File: config.mk
export PLATFORM = sky130hd
export DESIGN_NAME = trivium_keystream_generator_top
export DESIGN_NICKNAME = d
export VERILOG_FILES = /design/src/rtl/core/tksg_pkg.sv /design/src/rtl/core/tksg_dp.sv /design/src/rtl/core/tksg_ctrl.sv /design/src/rtl/core/trivium_keystream_generator_top.sv
export SDC_FILE = /design/constraint.sdc
export NUM_CORES = 1
export LEC_CHECK = 0
export BUFFER_PORTS_ARGS = -buffer_cell sky130_fd_sc_hd__clkbuf_2
export CAP_MARGIN = 10
export CORE_MARGIN = 5
export CORE_UTILIZATION = 50
export CTS_BUF_LIST = sky130_fd_sc_hd__clkbuf_4
export CTS_CLUSTER_DIAMETER = 120
export DETAILED_ROUTE_END_ITERATION = 8
export PLACE_DENSITY_LB_ADDON = 0.08
export SLEW_MARGIN = 30
export SYNTH_ARGS = -nofsm -noshare
export SYNTH_HDL_FRONTEND = slang
export SYNTH_SLANG_ARGS = --single-unit
File: constraint.sdc
create_clock -name i_clk -period 5.3 [get_ports i_clk]
set_input_delay 0 -clock i_clk [delete_from_list [all_inputs] [get_ports i_clk]]
set_output_delay 0 -clock i_clk [all_outputs]
set_load 0.005 [all_outputs]
File: src/rtl/core/tksg_pkg.sv
// shared types and constants for the trivium keystream generator
package tksg_pkg;

    localparam int STATE_BITS = 288;
    localparam int KEY_BITS   = 80;
    localparam int IV_BASE    = 93;
    localparam int WORD_BITS  = 64;
    localparam int COUNT_W    = 7;
    localparam int IDX_W      = 6;
    localparam int ROUNDS_W   = 12;
    localparam int CFG_IDX_W  = 3;

    localparam logic [ROUNDS_W-1:0] WARMUP_RESET = 12'd576;

    // opcodes of an input word
    localparam logic OP_RESTART  = 1'b0;
    localparam logic OP_GENERATE = 1'b1;

    // configuration register indexes
    localparam logic [CFG_IDX_W-1:0] CFG_KEY_LOW  = 3'd0;
    localparam logic [CFG_IDX_W-1:0] CFG_KEY_HIGH = 3'd1;
    localparam logic [CFG_IDX_W-1:0] CFG_IV_LOW   = 3'd2;
    localparam logic [CFG_IDX_W-1:0] CFG_IV_HIGH  = 3'd3;
    localparam logic [CFG_IDX_W-1:0] CFG_WARMUP   = 3'd4;

    // controller to datapath commands
    typedef struct packed {
        logic               load;
        logic               step;
        logic               capture;
        logic               clear_word;
        logic               publish;
        logic [IDX_W-1:0]   bit_idx;
        logic [COUNT_W-1:0] pub_count;
    } t_cmd;

    // datapath to controller status
    typedef struct packed {
        logic [ROUNDS_W-1:0] warmup_rounds;
    } t_status;

endpackage

File: src/rtl/core/tksg_dp.sv
// datapath: configuration registers, 288-bit cipher state and result registers
module tksg_dp (
    input  logic                                 i_clk,
    input  logic                                 i_rst_n,
    input  logic                                 i_cfg_we,
    input  logic [tksg_pkg::CFG_IDX_W-1:0]       i_cfg_index,
    input  logic [tksg_pkg::WORD_BITS-1:0]       i_cfg_data,
    input  tksg_pkg::t_cmd                       i_cmd,
    output tksg_pkg::t_status                    o_status,
    output logic [tksg_pkg::WORD_BITS-1:0]       o_keystream_word,
    output logic [tksg_pkg::COUNT_W-1:0]         o_bit_count
);

    logic [63:0]                         r_key_low;
    logic [15:0]                         r_key_high;
    logic [63:0]                         r_iv_low;
    logic [15:0]                         r_iv_high;
    logic [tksg_pkg::ROUNDS_W-1:0]       r_warmup;
    logic [tksg_pkg::STATE_BITS-1:0]     r_state;
    logic [tksg_pkg::STATE_BITS-1:0]     n_state;
    logic [tksg_pkg::STATE_BITS-1:0]     load_state;
    logic [tksg_pkg::WORD_BITS-1:0]      r_word;
    logic [tksg_pkg::WORD_BITS-1:0]      r_out_word;
    logic [tksg_pkg::COUNT_W-1:0]        r_out_count;
    logic                                t_a;
    logic                                t_b;
    logic                                t_c;
    logic                                z_bit;

    // one round of the update
    always_comb begin
        t_a   = r_state[65] ^ r_state[92];
        t_b   = r_state[161] ^ r_state[176];
        t_c   = r_state[242] ^ r_state[287];
        z_bit = t_a ^ t_b ^ t_c;
        n_state      = {r_state[tksg_pkg::STATE_BITS-2:0], 1'b0};
        n_state[0]   = t_c ^ (r_state[285] & r_state[286]) ^ r_state[68];
        n_state[93]  = t_a ^ (r_state[90] & r_state[91]) ^ r_state[170];
        n_state[177] = t_b ^ (r_state[174] & r_state[175]) ^ r_state[263];
    end

    // key at the bottom, iv above, top three bits set
    always_comb begin
        load_state = '0;
        load_state[tksg_pkg::KEY_BITS-1:0] = {r_key_high, r_key_low};
        load_state[tksg_pkg::IV_BASE +: tksg_pkg::KEY_BITS] = {r_iv_high, r_iv_low};
        load_state[287:285] = 3'b111;
    end

    always_ff @(posedge i_clk) begin
        if (!i_rst_n) begin
            r_key_low  <= '0;
            r_key_high <= '0;
            r_iv_low   <= '0;
            r_iv_high  <= '0;
            r_warmup   <= tksg_pkg::WARMUP_RESET;
            r_state    <= '0;
        end else begin
            if (i_cfg_we) begin
                unique case (i_cfg_index)
                    tksg_pkg::CFG_KEY_LOW:  r_key_low  <= i_cfg_data;
                    tksg_pkg::CFG_KEY_HIGH: r_key_high <= i_cfg_data[15:0];
                    tksg_pkg::CFG_IV_LOW:   r_iv_low   <= i_cfg_data;
                    tksg_pkg::CFG_IV_HIGH:  r_iv_high  <= i_cfg_data[15:0];
                    tksg_pkg::CFG_WARMUP:   r_warmup   <= i_cfg_data[tksg_pkg::ROUNDS_W-1:0];
                    default: ;
                endcase
            end
            if (i_cmd.load) begin
                r_state <= load_state;
            end else if (i_cmd.step) begin
                r_state <= n_state;
            end
        end
    end

    always_ff @(posedge i_clk) begin
        if (i_cmd.clear_word) begin
            r_word <= '0;
        end else if (i_cmd.step && i_cmd.capture) begin
            r_word[i_cmd.bit_idx] <= z_bit;
        end
        if (i_cmd.publish) begin
            r_out_word  <= r_word;
            r_out_count <= i_cmd.pub_count;
        end
    end

    assign o_status.warmup_rounds = r_warmup;
    assign o_keystream_word       = r_out_word;
    assign o_bit_count            = r_out_count;

endmodule

File: src/rtl/core/tksg_ctrl.sv
// controller: sequences load, warm-up and generate rounds and the output handshake
module tksg_ctrl #(
    parameter int MAX_BITS_PER_ITEM = 64
) (
    input  logic                             i_clk,
    input  logic                             i_rst_n,
    input  logic                             i_in_valid,
    output logic                             o_in_ready,
    input  logic                             i_opcode,
    input  logic [tksg_pkg::COUNT_W-1:0]     i_bits_wanted,
    output logic                             o_out_valid,
    input  logic                             i_out_ready,
    input  tksg_pkg::t_status                i_status,
    output tksg_pkg::t_cmd                   o_cmd
);

    typedef enum logic [1:0] {
        S_IDLE,
        S_RUN,
        S_DONE
    } t_state;

    localparam logic [tksg_pkg::COUNT_W-1:0] MAX_WANT =
        tksg_pkg::COUNT_W'(MAX_BITS_PER_ITEM);

    t_state                          r_state;
    t_state                          n_state;
    logic [tksg_pkg::ROUNDS_W-1:0]   r_count;
    logic [tksg_pkg::ROUNDS_W-1:0]   n_count;
    logic [tksg_pkg::IDX_W-1:0]      r_idx;
    logic [tksg_pkg::IDX_W-1:0]      n_idx;
    logic                            r_gen;
    logic                            n_gen;
    logic [tksg_pkg::COUNT_W-1:0]    r_nbits;
    logic [tksg_pkg::COUNT_W-1:0]    n_nbits;
    logic                            r_out_valid;
    logic                            n_out_valid;
    logic                            accept;
    logic                            slot_free;
    logic [tksg_pkg::COUNT_W-1:0]    want;

    assign accept    = i_in_valid && (r_state == S_IDLE);
    assign slot_free = !r_out_valid || i_out_ready;
    assign want      = (i_bits_wanted > MAX_WANT) ? MAX_WANT : i_bits_wanted;

    always_comb begin
        n_state     = r_state;
        n_count     = r_count;
        n_idx       = r_idx;
        n_gen       = r_gen;
        n_nbits     = r_nbits;
        n_out_valid = r_out_valid && !i_out_ready;
        o_cmd       = '0;
        o_cmd.bit_idx   = r_idx;
        o_cmd.capture   = r_gen;
        o_cmd.pub_count = r_nbits;
        unique case (r_state)
            S_IDLE: begin
                if (accept) begin
                    o_cmd.clear_word = 1'b1;
                    o_cmd.load       = (i_opcode == tksg_pkg::OP_RESTART);
                    n_idx            = '0;
                    n_gen            = (i_opcode == tksg_pkg::OP_GENERATE);
                    if (i_opcode == tksg_pkg::OP_RESTART) begin
                        n_count = i_status.warmup_rounds;
                        n_nbits = '0;
                    end else begin
                        n_count = tksg_pkg::ROUNDS_W'(want);
                        n_nbits = want;
                    end
                    n_state = S_RUN;
                end
            end
            S_RUN: begin
                if (r_count != '0) begin
                    o_cmd.step = 1'b1;
                    n_count    = r_count - 1'b1;
                    n_idx      = r_idx + 1'b1;
                end else begin
                    n_state = S_DONE;
                end
            end
            S_DONE: begin
                if (slot_free) begin
                    o_cmd.publish = 1'b1;
                    n_out_valid   = 1'b1;
                    n_state       = S_IDLE;
                end
            end
            default: n_state = S_IDLE;
        endcase
    end

    always_ff @(posedge i_clk) begin
        if (!i_rst_n) begin
            r_state     <= S_IDLE;
            r_count     <= '0;
            r_idx       <= '0;
            r_gen       <= 1'b0;
            r_nbits     <= '0;
            r_out_valid <= 1'b0;
        end else begin
            r_state     <= n_state;
            r_count     <= n_count;
            r_idx       <= n_idx;
            r_gen       <= n_gen;
            r_nbits     <= n_nbits;
            r_out_valid <= n_out_valid;
        end
    end

    assign o_in_ready  = (r_state == S_IDLE);
    assign o_out_valid = r_out_valid;

endmodule

File: src/rtl/core/trivium_keystream_generator_top.sv
// top level of the trivium keystream generator
//
// channel   direction  handshake                  payload
// input     in         i_in_valid / o_in_ready    i_opcode, i_bits_wanted
// output    out        o_out_valid / i_out_ready  o_keystream_word, o_bit_count
// config    in         i_cfg_we (no wait)         i_cfg_index, i_cfg_data
//
// one state round per cycle in the shared round unit of the datapath
// restart word: load on acceptance, then warmup_rounds rounds, then an empty word is published
// generate word: min(bits_wanted, MAX_BITS_PER_ITEM) rounds, then the word is published
// one word at a time; the next word is taken while a result waits in the output register
// synchronous active-low reset: state all zero, warm-up count 576, key and iv zero
// a stalled output holds the finished word; the sequencer waits only if the slot is full
module trivium_keystream_generator_top #(
    parameter int MAX_BITS_PER_ITEM = 64
) (
    input  logic                               i_clk,
    input  logic                               i_rst_n,
    // input words
    input  logic                               i_in_valid,
    output logic                               o_in_ready,
    input  logic                               i_opcode,
    input  logic [tksg_pkg::COUNT_W-1:0]       i_bits_wanted,
    // result words
    output logic                               o_out_valid,
    input  logic                               i_out_ready,
    output logic [tksg_pkg::WORD_BITS-1:0]     o_keystream_word,
    output logic [tksg_pkg::COUNT_W-1:0]       o_bit_count,
    // register writes
    input  logic                               i_cfg_we,
    input  logic [tksg_pkg::CFG_IDX_W-1:0]     i_cfg_index,
    input  logic [tksg_pkg::WORD_BITS-1:0]     i_cfg_data
);

    // command and status between sequencer and datapath
    tksg_pkg::t_cmd    cmd;
    tksg_pkg::t_status status;

    // sequencer: round counter, bit index, output slot
    tksg_ctrl #(
        .MAX_BITS_PER_ITEM (MAX_BITS_PER_ITEM)
    ) u_ctrl (
        .i_clk         (i_clk),
        .i_rst_n       (i_rst_n),
        .i_in_valid    (i_in_valid),
        .o_in_ready    (o_in_ready),
        .i_opcode      (i_opcode),
        .i_bits_wanted (i_bits_wanted),
        .o_out_valid   (o_out_valid),
        .i_out_ready   (i_out_ready),
        .i_status      (status),
        .o_cmd         (cmd)
    );

    // datapath: registers, cipher state, keystream collection
    tksg_dp u_dp (
        .i_clk            (i_clk),
        .i_rst_n          (i_rst_n),
        .i_cfg_we         (i_cfg_we),
        .i_cfg_index      (i_cfg_index),
        .i_cfg_data       (i_cfg_data),
        .i_cmd            (cmd),
        .o_status         (status),
        .o_keystream_word (o_keystream_word),
        .o_bit_count      (o_bit_count)
    );

endmodule

Yosys cells after proc, flatten, opt, wreduce, memory -nomap -nowiden. Cells that the tools add are included.

Flip-flop bits (word level): 624. Input bits: 80. Output and inout port bits: 73. Word-level logic and storage cells: 96.

$add $sub $neg: 2. Magnitude comparators: 3. Equality and inequality tests: 10. Muxes and demuxes: 28. Bitwise operators: 16. Reductions and logical operators: 21.

Operator list (number): $mux W288 (2); $bwmux W64 (1); $mux W12 (3); $pmux W12 S2 (1); $mux W7 (2); $mux W6 (2); $pmux W6 S2 (1); $reduce_and A2 Y1 (6); $reduce_bool A12 Y1 (1); $sub A12 B1 Y12 const B (1); $mux W1 (11); $xor A1 B1 Y1 (11); $gt A7 B7 Y1 const B (1); $lt A6 B7 Y1 const B (1); $add A6 B1 Y6 const B (1); $demux W1 S6 (1); $eq A3 B2 Y1 const B (2); $ge A6 B1 Y1 const B (1); $mux W2 (3); $ne A2 B1 Y1 const B (3); $pmux W2 S3 (1); $reduce_and A3 Y1 (2); $logic_and A1 B1 Y1 (4); $reduce_bool A2 Y1 (2); other kinds (12) (16).

Depth between registers and ports, before layout.
Word-level depth: 5. Depth in mapped cells: 10. Depth with buffers taken out: 6.

By module. A second synthesis with hierarchy kept.

Cell total of the unflattened synthesis: 2589. Area, all modules: 25086.6 um2.

Modules (own cells, without submodules): tksg_dp (instances 1, cells an instance 2380, area an instance 23357.4 um2, seq. area each 12622.1 um2); tksg_ctrl (instances 1, cells an instance 209, area an instance 1729.2 um2, seq. area each 580.6 um2).

Worst setup path after synthesis. OpenSTA, ideal clock, no wires.

Path type: register to register. Start point: register u_ctrl.r_state[0]. End point: register u_dp.r_out_count (netlist bit u_dp.o_bit_count[0]), enable pin. Setup time: 0.509 ns. Data arrival time: 3.682 ns. Required time: 4.791 ns. Slack: 1.109 ns. Stages on the path, launching flop included: 3. Path buffers: 0. Clock period less this slack: 4.191 ns. Cell sequence: dfxtp_1 nand2b_1 nor2b_1.

RTL lines: from (decl) (line tksg_ctrl.sv:26) `t_state r_state;`; from (signal assigned) (line tksg_ctrl.sv:103) `r_state <= n_state;`; to (signal assigned) (line tksg_dp.sv:85) `r_out_count <= i_cmd.pub_count;`; to (decl) (line tksg_dp.sv:24) `logic [tksg_pkg::COUNT_W-1:0] r_out_count;`.

Worst setup path in the final report.
Start point: register u_ctrl.r_count[0] (netlist name). End point: register u_dp.r_state[141] (netlist name).

Cells in the longest elaborated chain, start to end: 4.

RTL lines: from (decl) (line tksg_ctrl.sv:28) `logic [tksg_pkg::ROUNDS_W-1:0] r_count;`; from (signal assigned) (line tksg_ctrl.sv:104) `r_count <= n_count;`; $reduce_bool A12 Y1 (line tksg_ctrl.sv:75) `if (r_count != '0) begin`; $mux W1 (line tksg_ctrl.sv:75); $mux W1 (line tksg_ctrl.sv:57) `unique case (r_state)`; $reduce_bool A2 Y1 (no line); to (signal assigned) (line tksg_dp.sv:70) `r_state <= load_state;`; to (signal assigned) (line tksg_dp.sv:72) `r_state <= n_state;`; to (decl) (line tksg_dp.sv:19) `logic [tksg_pkg::STATE_BITS-1:0] r_state;`.

Every way passes these cells. A chain may end at the register's enable or synchronous reset.

==> run metrics <==
VDD IR-drop max 214 uV; max layer used met5; metal2 WL 28.9 mm; pre-CTS setup slack 2.00 ns; final setup vio count 0; P_sw 3.04 mW; Slew Limit Fails 0; Post-CTS Resized 0; Filler cells 3968; metal1 wirelength 26.3 mm; Synth Instances 2580; DR vias 20300; initial core utilization 50.7%; HP Class in -> reg; worst setup skew after layout 0.0412 ns; vias per cell 5.66; P per Cell Area 370 mW/mm2; crit path DAT 4.22 ns; total negative setup slack 0 ns; Static Leak 9.34 nW; Clk Latency, worst-skew pair 0.95 ns; Post-synth top flop dfxtp_1; slew at the pin with the worst max-slew slack 0.966 ns; clock root buffer clkbuf_4; CTS max path bufs 3; Die Ht 225 um; Post-synth EDFFs 71; Clk pin slew, worst setup/hold paths 0.06 ns; synthesis-to-finish area growth 20.9%; layout cells sized above 1 15.2%; top cell type's share of synthesized area 47.9%; wire length on met3 3.69 mm; Switching Fraction 29.3%; syn_area_per_cell 8.96 um2; Core ar. 0.0456 mm2; Mapped Nets 2662; clk sink count 624; final worst slack 1.94 ns; minimum clock period 3.36 ns; CP endpoint kind register; Core Util, Final 61.3%; Final Total Pwr 10.3 mW; Seq pwr share 47.8%; Tcrit/Tclk final 63.4%; f_max 0.297 GHz; post-synth cell types 60; IO Port Bufs 152; row count 78; CTS Buf Count 158; global-route wire length before repair 98.4 mm; vias in the first global route 19500; Die Wd 225 um; fin cells 3593; Internal Power 7.31 mW; Final Cell Area 0.0279 mm2; post-DP HPWL 32.2 mm; Post-Route WL 60.3 mm; CP startpoint kind register; Post-DP Area 0.0241 mm2; CP Class reg -> reg; top-count cell post-synth nand2_1; # nets final 2966; routability congestion estimate 0.822; RSZ-0062 raised after global routing no; Hold Worst Slack 0.157 ns; initial drt markers 1816; Req. time, crit path 6.16 ns; pin count of the biggest net entering global routing 166; clock network fraction of design power 37.8%; yosys warns 0; share of power burned in combinational logic 14.4%; ANT nets after route 0; Synth top cells by count nand2_1, dfxtp_1, a21oi_1, clkbuf_1, nand3_1; status finished, final reports clean; # DRC 0; Critical Path Fanout Max 72; Slew HR 35.6%; #FFs+latches synth 624; GRT Total Usage 23.3%; Mapped Area 0.0231 mm2; Post-synth ARST share 0%; Pre-antenna DRT Iters 5; Final Hold Violating Endpoints 0; Max Cap Violations 0; DR WL/cell 16.8 um; largest cells by area after synthesis dfxtp_1, a21oi_1, nand2_1, edfxtp_1, a22oi_1; post-synth top area cell dfxtp_1; initial antenna violation count 5; grt total ovfl 0; TritonCTS clock tree built; register area share after synthesis 57.1%; Clock H-tree levels 4; placed cell count 3131; DIE AREA 0.0506 mm2; I/O pin cnt 153
[area by class of cell]
type / count / area [um2] / share of cell area [%]
Clock inverter: 30 / 139 / 0.497
Antenna cell: 4 / 10.0 / 0.0358
Multi-Input combinational cell: 1717 / 9010 / 32.3
Tap cell: 600 / 751 / 2.69
Timing Repair Buffer: 378 / 3040 / 10.9
Inverter: 5 / 26.3 / 0.0940
Sequential cell: 624 / 13200 / 47.2
Clock buffer: 235 / 1760 / 6.31
[repair_timing]
action,4_1_cts,5_1_grt
hold buffers,193,0
endpoints found under the hold margin,314,0
setup buffers,0,0
[sequential cells by signal, summed over array words and instances, names as in the netlist]
name                   count
u_dp.r_word               64
u_ctrl.r_gen               1
u_ctrl.r_count            12
u_dp.r_state             288
u_dp.o_bit_count           7
u_dp.o_status             12
u_dp.r_iv_low             64
u_dp.o_keystream_word     64
u_ctrl.r_nbits             7
u_ctrl.o_out_valid         1
u_dp.r_key_low            64
u_dp.r_key_high           16
u_ctrl.r_state             2
u_dp.r_iv_high            16
u_ctrl.r_idx               6
[critical path, cell delays in order (launching register included)]
cell     delay (ns)
dfxtp_1        0.34
inv_1          0.09
ha_1           0.22
or4b_1         0.62
o41ai_4        0.56
buf_4          0.35
buf_4          0.66
nand3_1        0.16
a21oi_1        0.20
[cells by family (layout without fill, tap and decap cells)]
kind of cell               count (synthesis)  after routing  share of synthesized area, %
DFF                                      624            624                          57.1
xor gates and xnor gates                   9              9                         0.471
buffers and inverters                    239            648                          4.43
AOI/OAI and AO/OA                        806            806                          21.5
other                                      0              4                             0
muxes                                      1              1                        0.0433
and+or+nand+nor                          899            899                          16.4
adders and majority gates                  2              2                         0.108
[cell usage in the layout (no fill, tap or decap), drive strengths merged, types with 2 or more instances in the layout]
master         n
inv            9
a41oi         32
nand2        620
o211ai         3
dfxtp        553
dlygate4sd3  193
xnor2          6
nand4          2
nor3          22
nor4           5
and3           3
o21ai         10
nor2b          4
and2           4
buf           33
a31oi         40
and3b          2
a32o           2
nor2          30
ha             2
nor4b          2
or3            6
a211oi         4
diode          4
o41ai          2
nand2b         8
a311oi        65
nand3        177
a221o          2
a21oi        472
nor3b          2
clkinv        25
o2bb2ai        2
nand4b         2
nand3b         4
edfxtp        71
xor3           2
a22oi        161
or2            2
clkbuf       387
[routing by layer]
metal / up-vias / track usage, %
li1: 9901 / -
met1: 9694 / 30.2
met2: 621 / 37.7
met3: 117 / 6.23
met4: 2 / 8.64
met5: - / 0
[power groups by stage]
| stage | clock (mW) | combinational, mW | sequential [mW] |
|---|---|---|---|
| finish | 3.91 | 1.49 | 4.95 |
| detailed placement | 0 | 1.37 | 5.05 |
| global route | 4.31 | 1.61 | 4.96 |
| global placement | 0 | 1.33 | 5.05 |
| CTS | 4.04 | 1.47 | 4.95 |
| floorplan | 0 | 0.998 | 5.03 |
[final timing paths]
kind,from,endpoint,slack (ns),cells after the start
max,u_ctrl.r_count[0],u_dp.r_state[141],1.94,8
min,i_bits_wanted[0],u_ctrl.r_count[0],0.16,6
max reg2reg,u_ctrl.r_count[0],u_dp.r_state[141],1.94,8
min reg2reg,u_dp.r_word[40],u_dp.o_keystream_word[40],0.41,0
Note: power is estimated with default switching activity, not from simulation.
